==> src/rtl/bcsc_pkg.sv <==
// Battery charge session control: shared types, codes and constants.
// No dependencies; used by every other file of the block.
package bcsc_pkg;

    typedef enum logic [1:0] {
        CMD_NONE    = 2'd0,
        CMD_START   = 2'd1,
        CMD_STOP    = 2'd2,
        CMD_REFRESH = 2'd3
    } cmd_t;

    typedef enum logic [1:0] {
        REG_TARGET_LEVEL   = 2'd0,
        REG_CHARGE_CURRENT = 2'd1,
        REG_END_STABLE     = 2'd2,
        REG_REFRESH        = 2'd3
    } cfg_index_t;

    localparam int CFG_DATA_W = 16;

    localparam logic [17:0]        START_MIN_GAP_MV      = 18'd200;
    localparam logic signed [16:0] END_MAX_GAP_MV        = 17'sd60;
    localparam logic signed [15:0] END_MAX_CURRENT_MA    = 16'sd200;
    localparam logic [12:0]        MIN_CHARGE_CURRENT_MA = 13'd128;
    localparam logic [12:0]        MIN_CELL_LIMIT_MV     = 13'd4100;

    localparam logic [2:0]  RST_TARGET_LEVEL   = 3'd2;
    localparam logic [12:0] RST_CHARGE_CURRENT = 13'd4992;
    localparam logic [15:0] RST_END_STABLE     = 16'd1000;
    localparam logic [15:0] RST_REFRESH        = 16'd6000;

    typedef struct packed {
        logic               adapter_on;
        logic               battery_on;
        logic               fault_flag;
        logic [15:0]        pack_voltage_mv;
        logic signed [15:0] pack_current_ma;
        logic [3:0]         cell_count;
        logic [12:0]        cell_limit_mv;
    } tick_t;

    typedef struct packed {
        logic        charging;
        logic        charging_changed;
        logic [1:0]  command;
        logic [15:0] command_voltage_mv;
        logic [12:0] command_current_ma;
    } result_t;

    typedef struct packed {
        logic [2:0]  target_level;
        logic [12:0] charge_current_ma;
        logic [15:0] end_stable_ticks;
        logic [15:0] refresh_ticks;
    } cfg_t;

    typedef struct packed {
        logic        active;
        logic [15:0] end_counter;
        logic [15:0] refresh_counter;
        logic [15:0] programmed_end_mv;
    } state_t;

    // per-cell target voltage by level; levels 6 and above use the 100% value
    function automatic logic [12:0] cell_target_mv(input logic [2:0] level);
        logic [12:0] mv;
        case (level)
            3'd0:    mv = 13'd3851;
            3'd1:    mv = 13'd3890;
            3'd2:    mv = 13'd3934;
            3'd3:    mv = 13'd3987;
            3'd4:    mv = 13'd4035;
            3'd5:    mv = 13'd4081;
            default: mv = 13'd4200;
        endcase
        return mv;
    endfunction

endpackage

==> src/rtl/bcsc_if.sv <==
// Valid/ready channel interfaces for tick items and result items.
// Depends on bcsc_pkg for the payload structs.
interface bcsc_tick_if;
    logic            valid;
    logic            ready;
    bcsc_pkg::tick_t data;

    modport source (output valid, output data, input ready);
    modport sink (input valid, input data, output ready);
endinterface

interface bcsc_result_if;
    logic              valid;
    logic              ready;
    bcsc_pkg::result_t data;

    modport source (output valid, output data, input ready);
    modport sink (input valid, input data, output ready);
endinterface

==> src/rtl/battery_charge_session_control_top.sv <==
// Battery charge session control, top level: config registers, tick and result stages.
// Depends on bcsc_pkg, bcsc_if, bcsc_target and bcsc_step.
//
// Usage: one tick item enters on the tick channel (valid/ready); exactly one
// result item leaves on the result channel for each tick, in order.
// A tick is registered in the tick register on its transfer, evaluated against
// the session state, and its result registered in the result register once that
// is free. One tick per cycle is sustained while result.ready stays high; the
// session state updates as each result is registered, so a tick directly behind
// another sees its effect.
// If the receiver holds result.ready low, the result register holds its item and
// the tick register holds one more; tick.ready then drops until the result moves.
// Configuration writes (cfg_we, cfg_index, cfg_wdata) take effect on the next
// edge; the user must make them only while no tick is in flight (not enforced).
// Reset: configuration returns to its defaults (level 2, 4992 mA, 1000 end
// ticks, 6000 refresh ticks), the session is idle, counters and the programmed
// end voltage are zero, and both stages are empty.
module battery_charge_session_control_top #(
    parameter int VOLTAGE_ALIGN_BITS = 4
) (
    input  logic                            clk,
    input  logic                            rst_n,
    input  logic                            cfg_we,
    input  logic [1:0]                      cfg_index,
    input  logic [bcsc_pkg::CFG_DATA_W-1:0] cfg_wdata,
    bcsc_tick_if.sink                       tick,
    bcsc_result_if.source                   result
);

    bcsc_pkg::cfg_t    cfg_reg;
    bcsc_pkg::state_t  state_reg;
    bcsc_pkg::state_t  state_next;
    bcsc_pkg::tick_t   tick_reg;
    logic              tick_valid_reg;
    bcsc_pkg::result_t result_reg;
    bcsc_pkg::result_t result_next;
    logic              result_valid_reg;
    logic              out_free;
    logic              advance;
    logic [15:0]       target_mv;

    assign out_free     = !result_valid_reg || result.ready;
    assign advance      = tick_valid_reg && out_free;
    assign tick.ready   = !tick_valid_reg || out_free;
    assign result.valid = result_valid_reg;
    assign result.data  = result_reg;

    always_ff @(posedge clk or negedge rst_n)
    begin
        if (!rst_n)
        begin
            cfg_reg.target_level      <= bcsc_pkg::RST_TARGET_LEVEL;
            cfg_reg.charge_current_ma <= bcsc_pkg::RST_CHARGE_CURRENT;
            cfg_reg.end_stable_ticks  <= bcsc_pkg::RST_END_STABLE;
            cfg_reg.refresh_ticks     <= bcsc_pkg::RST_REFRESH;
        end
        else if (cfg_we)
        begin
            case (bcsc_pkg::cfg_index_t'(cfg_index))
                bcsc_pkg::REG_TARGET_LEVEL:   cfg_reg.target_level      <= cfg_wdata[2:0];
                bcsc_pkg::REG_CHARGE_CURRENT: cfg_reg.charge_current_ma <= cfg_wdata[12:0];
                bcsc_pkg::REG_END_STABLE:     cfg_reg.end_stable_ticks  <= cfg_wdata[15:0];
                bcsc_pkg::REG_REFRESH:        cfg_reg.refresh_ticks     <= cfg_wdata[15:0];
                default:                      cfg_reg                   <= cfg_reg;
            endcase
        end
    end

    always_ff @(posedge clk or negedge rst_n)
    begin
        if (!rst_n)
        begin
            tick_valid_reg   <= 1'b0;
            result_valid_reg <= 1'b0;
            state_reg        <= '0;
        end
        else
        begin
            if (tick.ready)
            begin
                tick_valid_reg <= tick.valid;
            end
            if (advance)
            begin
                result_valid_reg <= 1'b1;
                state_reg        <= state_next;
            end
            else if (result.ready)
            begin
                result_valid_reg <= 1'b0;
            end
        end
    end

    always_ff @(posedge clk)
    begin
        if (tick.ready && tick.valid)
        begin
            tick_reg <= tick.data;
        end
        if (advance)
        begin
            result_reg <= result_next;
        end
    end

    bcsc_target #(
        .VOLTAGE_ALIGN_BITS (VOLTAGE_ALIGN_BITS)
    ) u_target (
        .target_level  (cfg_reg.target_level),
        .cell_count    (tick_reg.cell_count),
        .cell_limit_mv (tick_reg.cell_limit_mv),
        .target_mv     (target_mv)
    );

    bcsc_step u_step (
        .cfg        (cfg_reg),
        .state      (state_reg),
        .tick       (tick_reg),
        .target_mv  (target_mv),
        .state_next (state_next),
        .result     (result_next)
    );

endmodule

==> src/rtl/bcsc_target.sv <==
// Start target voltage: per-cell table value times cell count, clamped, step-aligned.
// Depends on bcsc_pkg.
module bcsc_target #(
    parameter int VOLTAGE_ALIGN_BITS = 4
) (
    input  logic [2:0]  target_level,
    input  logic [3:0]  cell_count,
    input  logic [12:0] cell_limit_mv,
    output logic [15:0] target_mv
);

    localparam logic [15:0] ALIGN_MASK = 16'(16'hFFFF << VOLTAGE_ALIGN_BITS);

    logic [12:0] limit_eff;
    logic [16:0] table_prod;
    logic [16:0] limit_prod;
    logic [16:0] min_prod;
    logic [15:0] sat_prod;

    always_comb
    begin
        limit_eff  = (cell_limit_mv > bcsc_pkg::MIN_CELL_LIMIT_MV)
                     ? cell_limit_mv : bcsc_pkg::MIN_CELL_LIMIT_MV;
        table_prod = 17'(bcsc_pkg::cell_target_mv(target_level)) * 17'(cell_count);
        limit_prod = 17'(limit_eff) * 17'(cell_count);
        min_prod   = (table_prod > limit_prod) ? limit_prod : table_prod;
        sat_prod   = min_prod[16] ? 16'hFFFF : min_prod[15:0];
        target_mv  = sat_prod & ALIGN_MASK;
    end

endmodule

==> src/rtl/bcsc_step.sv <==
// One tick of the session controller: next state and result from state and tick.
// Depends on bcsc_pkg; the start target comes from bcsc_target.
module bcsc_step (
    input  bcsc_pkg::cfg_t    cfg,
    input  bcsc_pkg::state_t  state,
    input  bcsc_pkg::tick_t   tick,
    input  logic [15:0]       target_mv,
    output bcsc_pkg::state_t  state_next,
    output bcsc_pkg::result_t result
);

    logic               current_ok;
    logic               fault;
    logic signed [16:0] end_gap;
    logic               end_cond;
    logic [15:0]        end_cnt_inc;
    logic [15:0]        period;
    logic [16:0]        refresh_inc;
    logic signed [17:0] start_gap;
    bcsc_pkg::cmd_t     cmd;

    always_comb
    begin
        current_ok  = cfg.charge_current_ma >= bcsc_pkg::MIN_CHARGE_CURRENT_MA;
        fault       = tick.battery_on & tick.fault_flag;
        end_gap     = $signed({1'b0, state.programmed_end_mv})
                      - $signed({1'b0, tick.pack_voltage_mv});
        end_cond    = (end_gap < bcsc_pkg::END_MAX_GAP_MV)
                      && (tick.pack_current_ma < bcsc_pkg::END_MAX_CURRENT_MA);
        end_cnt_inc = (&state.end_counter) ? state.end_counter : state.end_counter + 16'd1;
        period      = (cfg.refresh_ticks == 16'd0) ? 16'd1 : cfg.refresh_ticks;
        refresh_inc = {1'b0, state.refresh_counter} + 17'd1;
        start_gap   = $signed({2'b00, target_mv}) - $signed({2'b00, tick.pack_voltage_mv});

        state_next                = state;
        cmd                       = bcsc_pkg::CMD_NONE;
        result.command_voltage_mv = 16'd0;
        result.command_current_ma = 13'd0;

        if (state.active)
        begin
            if (!tick.adapter_on)
            begin
                state_next.active = 1'b0;
            end
            else if (!tick.battery_on || !current_ok || fault)
            begin
                state_next.active = 1'b0;
                cmd               = bcsc_pkg::CMD_STOP;
            end
            else if (end_cond)
            begin
                state_next.end_counter = end_cnt_inc;
                if (end_cnt_inc >= cfg.end_stable_ticks)
                begin
                    state_next.active = 1'b0;
                    cmd               = bcsc_pkg::CMD_STOP;
                end
            end
            else
            begin
                state_next.end_counter = 16'd0;
                if (refresh_inc >= {1'b0, period})
                begin
                    state_next.refresh_counter = 16'd0;
                    cmd                        = bcsc_pkg::CMD_REFRESH;
                    result.command_current_ma  = cfg.charge_current_ma;
                end
                else
                begin
                    state_next.refresh_counter = refresh_inc[15:0];
                end
            end
        end
        else if (tick.adapter_on && tick.battery_on && current_ok && !fault)
        begin
            if (start_gap > $signed(bcsc_pkg::START_MIN_GAP_MV))
            begin
                state_next.programmed_end_mv = target_mv;
                state_next.refresh_counter   = 16'd0;
                state_next.end_counter       = 16'd0;
                state_next.active            = 1'b1;
                cmd                          = bcsc_pkg::CMD_START;
                result.command_voltage_mv    = target_mv;
                result.command_current_ma    = cfg.charge_current_ma;
            end
        end

        result.charging         = state_next.active;
        result.charging_changed = state_next.active ^ state.active;
        result.command          = cmd;
    end

endmodule
==> src/flat_wrapper.sv <==
// flat-port wrapper written by rule: the top's interface ports become plain ports
module battery_charge_session_control_top_flat 
#(
    parameter int VOLTAGE_ALIGN_BITS = 4
)
  (clk, rst_n, cfg_we, cfg_index, cfg_wdata, tick_valid, tick_data, tick_ready, result_valid, result_data, result_ready);
  bcsc_tick_if tick_i ();
  bcsc_result_if result_i ();
  input  logic clk;
  input  logic rst_n;
  input  logic cfg_we;
  input  logic [1:0] cfg_index;
  input  logic [bcsc_pkg::CFG_DATA_W-1:0] cfg_wdata;
  input wire logic [$bits(tick_i.valid)-1:0] tick_valid;
  input wire logic [$bits(tick_i.data)-1:0] tick_data;
  output wire logic [$bits(tick_i.ready)-1:0] tick_ready;
  output wire logic [$bits(result_i.valid)-1:0] result_valid;
  output wire logic [$bits(result_i.data)-1:0] result_data;
  input wire logic [$bits(result_i.ready)-1:0] result_ready;
  assign tick_i.valid = tick_valid;
  assign tick_i.data = tick_data;
  assign tick_ready = tick_i.ready;
  assign result_valid = result_i.valid;
  assign result_data = result_i.data;
  assign result_i.ready = result_ready;
  battery_charge_session_control_top #(.VOLTAGE_ALIGN_BITS(VOLTAGE_ALIGN_BITS)) u_core (.clk(clk), .rst_n(rst_n), .cfg_we(cfg_we), .cfg_index(cfg_index), .cfg_wdata(cfg_wdata), .tick(tick_i), .result(result_i));
endmodule
==> config.mk <==
export PLATFORM = sky130hd
export DESIGN_NAME = battery_charge_session_control_top_flat
export DESIGN_NICKNAME = d
export VERILOG_FILES = /design/src/rtl/bcsc_pkg.sv /design/src/rtl/bcsc_if.sv /design/src/rtl/battery_charge_session_control_top.sv /design/src/rtl/bcsc_target.sv /design/src/rtl/bcsc_step.sv /design/src/flat_wrapper.sv
export SDC_FILE = /design/constraint.sdc
export NUM_CORES = 1
export LEC_CHECK = 0
export ABC_AREA = 1
export BUFFER_PORTS_ARGS = -buffer_cell sky130_fd_sc_hd__buf_2
export CORE_MARGIN = 2
export CORE_UTILIZATION = 30
export DETAILED_ROUTE_END_ITERATION = 6
export HOLD_SLACK_MARGIN = 0.15
export PLACE_DENSITY = 0.47
export SLEW_MARGIN = 30
export SYNTH_ARGS = -nofsm -noshare
export SYNTH_HDL_FRONTEND = slang
export SYNTH_SLANG_ARGS = --single-unit
==> constraint.sdc <==
create_clock -name clk -period 10 [get_ports clk]
set_clock_uncertainty 0.2 [all_clocks]
set_input_delay 1.5 -clock clk [delete_from_list [all_inputs] [get_ports clk]]
set_output_delay 1.5 -clock clk [all_outputs]
set_load 0.01 [all_outputs]
Yosys cells after proc, flatten, opt, wreduce, memory -nomap -nowiden
Index checks and enable logic that the tools add are counted.
{ "word_totals": {"register_bits": 180, "latchBits": 0, "ramBits": 0, "rom_bits": 0, "in_bits": 75, "out_inout_bits": 35, "elab_cells": 119, "memories": 0} }
{ "op_classes": {"add_sub_neg": 4, "multipliers": 2, "div_mod_pow": 0, "order_cmp": 8, "n_eq_ne": 11, "n_shift": 0, "n_mux": 35, "bitwise_logic": 5, "reduce_logical": 31} }
{ "op_table": {"columns": ["cell", "count"], "rows": [
  ["$mux 13", 8],
  ["$mux 49", 2],
  ["$mux 16", 6],
  ["$pmux 13 s6", 1],
  ["$mux 32", 2],
  ["$mul 13x4->17", 2],
  ["$sub 16x16->17", 2],
  ["$mux 33", 1],
  ["$add 16x1->17 const B", 1],
  ["$ge 17x16->1", 1],
  ["$gt 17x17->1", 1],
  ["$gt 17x9->1 const B", 1],
  ["$lt 17x7->1 const B", 1],
  ["$mux 17", 1],
  ["$add 16x1->16 const B", 1],
  ["$ge 16x16->1", 1],
  ["$logic_not 16->1", 1],
  ["$lt 16x9->1 const B", 1],
  ["$reduce_and 16->1", 1],
  ["$mux 2", 7],
  ["$ge 13x8->1 const B", 1],
  ["$gt 13x13->1 const B", 1],
  ["$reduce_and 2->1", 4],
  ["$mux 1", 7],
  ["other kinds (20)", 41]
]} }

Longest topological paths before layout
{ "depth": {"ltp_word": 12, "ltp_mapped": 52, "depth_no_buf": 50} }

Modules after synthesis
Synthesis repeated with hierarchy kept, for this count alone.
{ "hier_totals": {"cells_unflattened": 2086, "area_unflattened_um2": 15583.7} }
{ "modules_own_cells": {"columns": ["mod", "instances", "cells_per_inst", "area_each_um2", "seq_area_each_um2"], "rows": [
  ["battery_charge_session_control_top", 1, 522, 6602.6, 5052.3],
  ["bcsc_step", 1, 950, 5058.6, 0.0],
  ["bcsc_target", 1, 614, 3922.5, 0.0]
]} }

Least setup slack after synthesis
Ideal clock, no wire load.
{ "synth_path": {"path_type": "register to register", "from": "reg u_core.tick_reg[4] (netlist bit)", "to": "reg u_core.result_reg (netlist bit u_core.result.data[17]) (data pin)", "setup_time_ns": 0.249, "arrival_ns": 6.539, "t_required_ns": 9.551, "slack_ns": 3.012, "path_stages_with_launch": 45, "path_buffers": 2, "synth_period_minus_slack_ns": 6.988, "path_cell_list": "edfxtp_1 -> nor4_1 -> nand4_1 -> nand2_1 -> clkinv_1 -> nand2_1 -> nor2_1 -> fa_1 -> inv_1 -> fa_1 -> inv_1 -> ha_1 -> nand2_1 -> nand2_1 -> inv_1 -> nor2_1 -> nor2_2 -> nand3_1 -> [... 9 more ...] -> nand3b_1 -> nand3_2 -> ha_1 -> nand2_1 -> nor2_1 -> o21ai_1 -> nand3_1 -> nand2_1 -> nand2_1 -> nand2_1 -> nand2_1 -> nor2_1 -> nand3_2 -> nand4_2 -> inv_1 -> buf_2 -> nand2_1 -> inv_1"} }
{ "synth_via": {"elab_chain_cells": 10} }
{ "synth_rtl": {"columns": ["element", "line_no", "source"], "rows": [
  ["start, declared", "battery_charge_session_control_top.sv:33", "bcsc_pkg::tick_t tick_reg;"],
  ["start signal, assigned", "battery_charge_session_control_top.sv:99", "tick_reg <= tick.data;"],
  ["$gt 13x13->1", "bcsc_target.sv:22", "limit_eff = (cell_limit_mv > bcsc_pkg::MIN_CELL_LIMIT_MV)"],
  ["$mux 13 (*)", "bcsc_target.sv:23", "? cell_limit_mv : bcsc_pkg::MIN_CELL_LIMIT_MV;"],
  ["$mul 13x4->17 (*)", "bcsc_target.sv:25", "limit_prod = 17'(limit_eff) * 17'(cell_count);"],
  ["$gt 17x17->1", "bcsc_target.sv:26", "min_prod = (table_prod > limit_prod) ? limit_prod : table_prod;"],
  ["$mux 17 (*)", "bcsc_target.sv:26", null],
  ["$mux 16 (*)", "bcsc_target.sv:27", "sat_prod = min_prod[16] ? 16'hFFFF : min_prod[15:0];"],
  ["named net u_core.target_mv[5]", "battery_charge_session_control_top.sv:40", "logic [15:0] target_mv;"],
  ["$sub 16x16->17 (*)", "bcsc_step.sv:33", "start_gap = $signed({2'b00, target_mv}) - $signed({2'b00, tick.pack_voltage_mv});"],
  ["$gt 17x9->1 (*)", "bcsc_step.sv:77", "if (start_gap > $signed(bcsc_pkg::START_MIN_GAP_MV))"],
  ["$not 1->1 (no source line) (*)", null, null],
  ["$reduce_or 3->1 (no source line) (*)", null, null],
  ["end signal, assigned", "battery_charge_session_control_top.sv:103", "result_reg <= result_next;"],
  ["end, declared", "battery_charge_session_control_top.sv:35", "bcsc_pkg::result_t result_reg;"]
]} }
The timed path passes the listed nets; every way through them passes the cells marked *.
A chain may end at the register's enable or synchronous reset.

Worst setup path in the final report
{ "layout_path": {"from": "reg u_core.tick_reg[8] (netlist bit)", "to": "reg u_core.result_reg (netlist bit u_core.result.data[25]) (data pin)"} }
Same word-level chain as after synthesis.

==> qor.csv <==
metric,value,unit
grt_pass1_vias,11500,
synth_area,13900,sq um
power.density,278,nW/um^2
finalSetupTns,0,ps
ir_drop,0.180,mV
synthSimpleGateAreaFrac,0.286,
cp.required,10020,ps
dp_hpwl,28700,um
largest_reg_flops,49,
netlist_top_cells_area,"edfxtp_1 (17%), dfrtp_1 (14%), nand2_1 (13%)",
drtIter0Drc,673,
final_util,0.342,
final_max_slew_viol_count,0,
min_from,u_core.cfg_reg[33],
synthArstFlopShare,0.549,
drv_cap,0,
die_h,219,um
yosysUniqueCellTypes,57,
grt_pass1_wl,60300,um
cts_tree,yes,
syn_area_per_cell,7.59,sq um
routed.top_layer,met4,
ys.flop_type,edfxtp_1,
viasPerCell,4.58,
wl,36300,um
place_congestion,0.825,
ff2ff_path_depth,39,
core_area,45500,sq um
synth-seq-cells,173,
clkSlewWorstSetupHoldPaths,70,ps
dieWidth,219,um
synth_warnings,0,
synth_compound_area_frac,0.0752,
die-area,48000,sq um
wl_met1,18800,um
cp_max_fo,17,
reg2reg_to,u_core.result.data[25],
hold_depth,2,
cts.hold.buffers_added,0,
crit_type,flip-flop to flip-flop,
synth_xor_area_frac,0.0259,
vias,11600,
synth_top_family_by_area,simple AND/OR/NAND/NOR gates,
max_freq,0.113,GHz
muxShareOfSynthArea,0,
cts.path.max_buffers,2,
clock_latency,480,ps
clock_sinks,173,
timing.critical_path.mode_cell,nand2_1,
tightest_slew,814,ps
relSlewSlack,0.456,
critPathSlowestCell,fa_1,
antenna_found_initial,1,
synth_edf_count,78,
ant_nets,0,
start_kind,flip-flop,
fillers,4897,
synth_adder_area_share,0.166,
postCtsSetupRepairBufs,0,
reg2reg_from,u_core.tick_reg[8],
seq_area_frac_synth,0.342,
route.detailed.drc,0,
cp-end-kind,flip-flop,
rrSetupSlack,1150,ps
drive_gt1_frac,0.113,
max_stage_delay,570,ps
grt-ovfl-total,0,
clockRootBuffer,clkbuf_16,
syn_inst,1826,
post-route-period-util,0.885,
cp_data_arrival_time,8870,ps
cts_buffers,17,
hold_path_end,u_core.cfg_reg[33],
io_pins,110,
drtPass1Iterations,5,
grt_use_total,0.161,
wl_per_cell,14.4,um
p_leak,8.09,nW
crit_path_start,u_core.tick_reg[8],
portBuffers,102,
fin_crit,8850,ps
synth_area_leader_cell,edfxtp_1,
area_growth,12.1,%
rsz0062_at_grt,false,
synth_top_area_frac,0.169,
start_util,0.305,
finalPower,0.00433,W
dr_wl_met2,15000,um
grt_max_degree,56,
setup_viol_count_final,0,
met3_length,1840,um
hp-class,flip-flop to flip-flop,
postCtsResizedCells,0,
nets,2146,
htree_levels,4,
status,finished clean,
row_count,78,
finalHoldViolations,0,
power by group:
part	switching, W	leakage, nW	total [W]	internal (W)
registers	0.0000746	1.96	0.000939	0.000864
logic	0.00181	5.85	0.00272	0.000911
clock network	0.000313	0.284	0.000667	0.000354
metal layers:
metal  global-route usage  vias to the layer above
met5                    0                        -
met4               0.0527                        0
met3               0.0389                       33
met2                0.235                      208
met1                0.231                     5350
li1                     -                     5992
how the worst max path moves through the flow:
stage | to | slack, ps | cells after the start
2_1_floorplan | u_core.result.data[17] | 3010 | 44
3_3_place_gp | u_core.result.data[25] | 1200 | 41
3_5_place_dp | u_core.result.data[25] | 1120 | 38
4_1_cts | u_core.result.data[25] | 1100 | 38
5_1_grt | u_core.result.data[26] | 250 | 39
6_report | u_core.result.data[25] | 1150 | 39
cells by family (layout without fill, tap and decap cells):
group	after synthesis	after routing
and+or+nand+nor	899	899
buffers and inverters	369	465
AOI/OAI and AO/OA	185	185
DFF	173	173
adders and majority gates	158	158
xor gates and xnor gates	41	41
other	1	6
worst max-delay path, delay by kind of cell (launching register included):
family                   cells  cell delay, ps
buffers and inverters        5             780
flip-flops                   1             430
adder cells (fa/ha/maj)      5            2050
AND/OR/NAND/NOR             24            4130
XOR/XNOR                     1             220
AO/OA/AOI/OAI                4             770
cells in the mapped netlist, drive strengths merged, types with 29 or more instances:
library cell / count
nand2: 517
inv: 323
nor2: 180
ha: 115
nand3: 101
o21ai: 82
edfxtp: 78
dfrtp: 77
a21oi: 62
nand4: 52
fa: 43
xor2: 29
stage by stage:
step	setup WS, ps	instances	cell area, sq um	hold WS (ps)
3_5_place_dp	1120	2494	15000	267
3_3_place_gp	1200	2494	15000	262
6_report	1150	2527	15500	280
2_1_floorplan	3010	1830	13900	247
4_1_cts	1100	2526	15500	283
5_1_grt	250	2526	15500	312
layout by cell type, fill, tap and decap left out, types with 6 or more instances in the layout:
cell type / synthesis / routed
a21boi_0: 6 / 6
a21boi_1: 7 / 7
a21oi_1: 61 / 61
buf_2: 8 / 101
buf_4: 9 / 7
clkbuf_16: 0 / 19
dfrtp_1: 77 / 76
dfstp_2: 18 / 18
edfxtp_1: 78 / 78
fa_1: 43 / 43
ha_1: 115 / 115
inv_1: 317 / 316
inv_2: 6 / 7
nand2_1: 496 / 496
nand2_2: 17 / 17
nand3_1: 86 / 84
nand3_2: 13 / 15
nand3b_1: 9 / 9
nand4_1: 51 / 51
nor2_1: 173 / 173
nor3_1: 18 / 18
nor4_1: 11 / 11
o21ai_0: 75 / 75
o21ai_1: 7 / 7
xnor2_1: 12 / 12
xor2_1: 29 / 29
final cells by class:
cell class / instances / area (sq um) / area share
tap: 600 / 751 / 0.0483
clock inverter: 11 / 98.8 / 0.00636
clock buffer: 21 / 483 / 0.0311
timing repair buffer: 108 / 558 / 0.0359
antenna: 1 / 2.50 / 0.000161
sequential: 173 / 4740 / 0.305
inverter: 325 / 1220 / 0.0785
multi-input combinational: 1288 / 7690 / 0.495
Power figures use the tool's default switching activity.
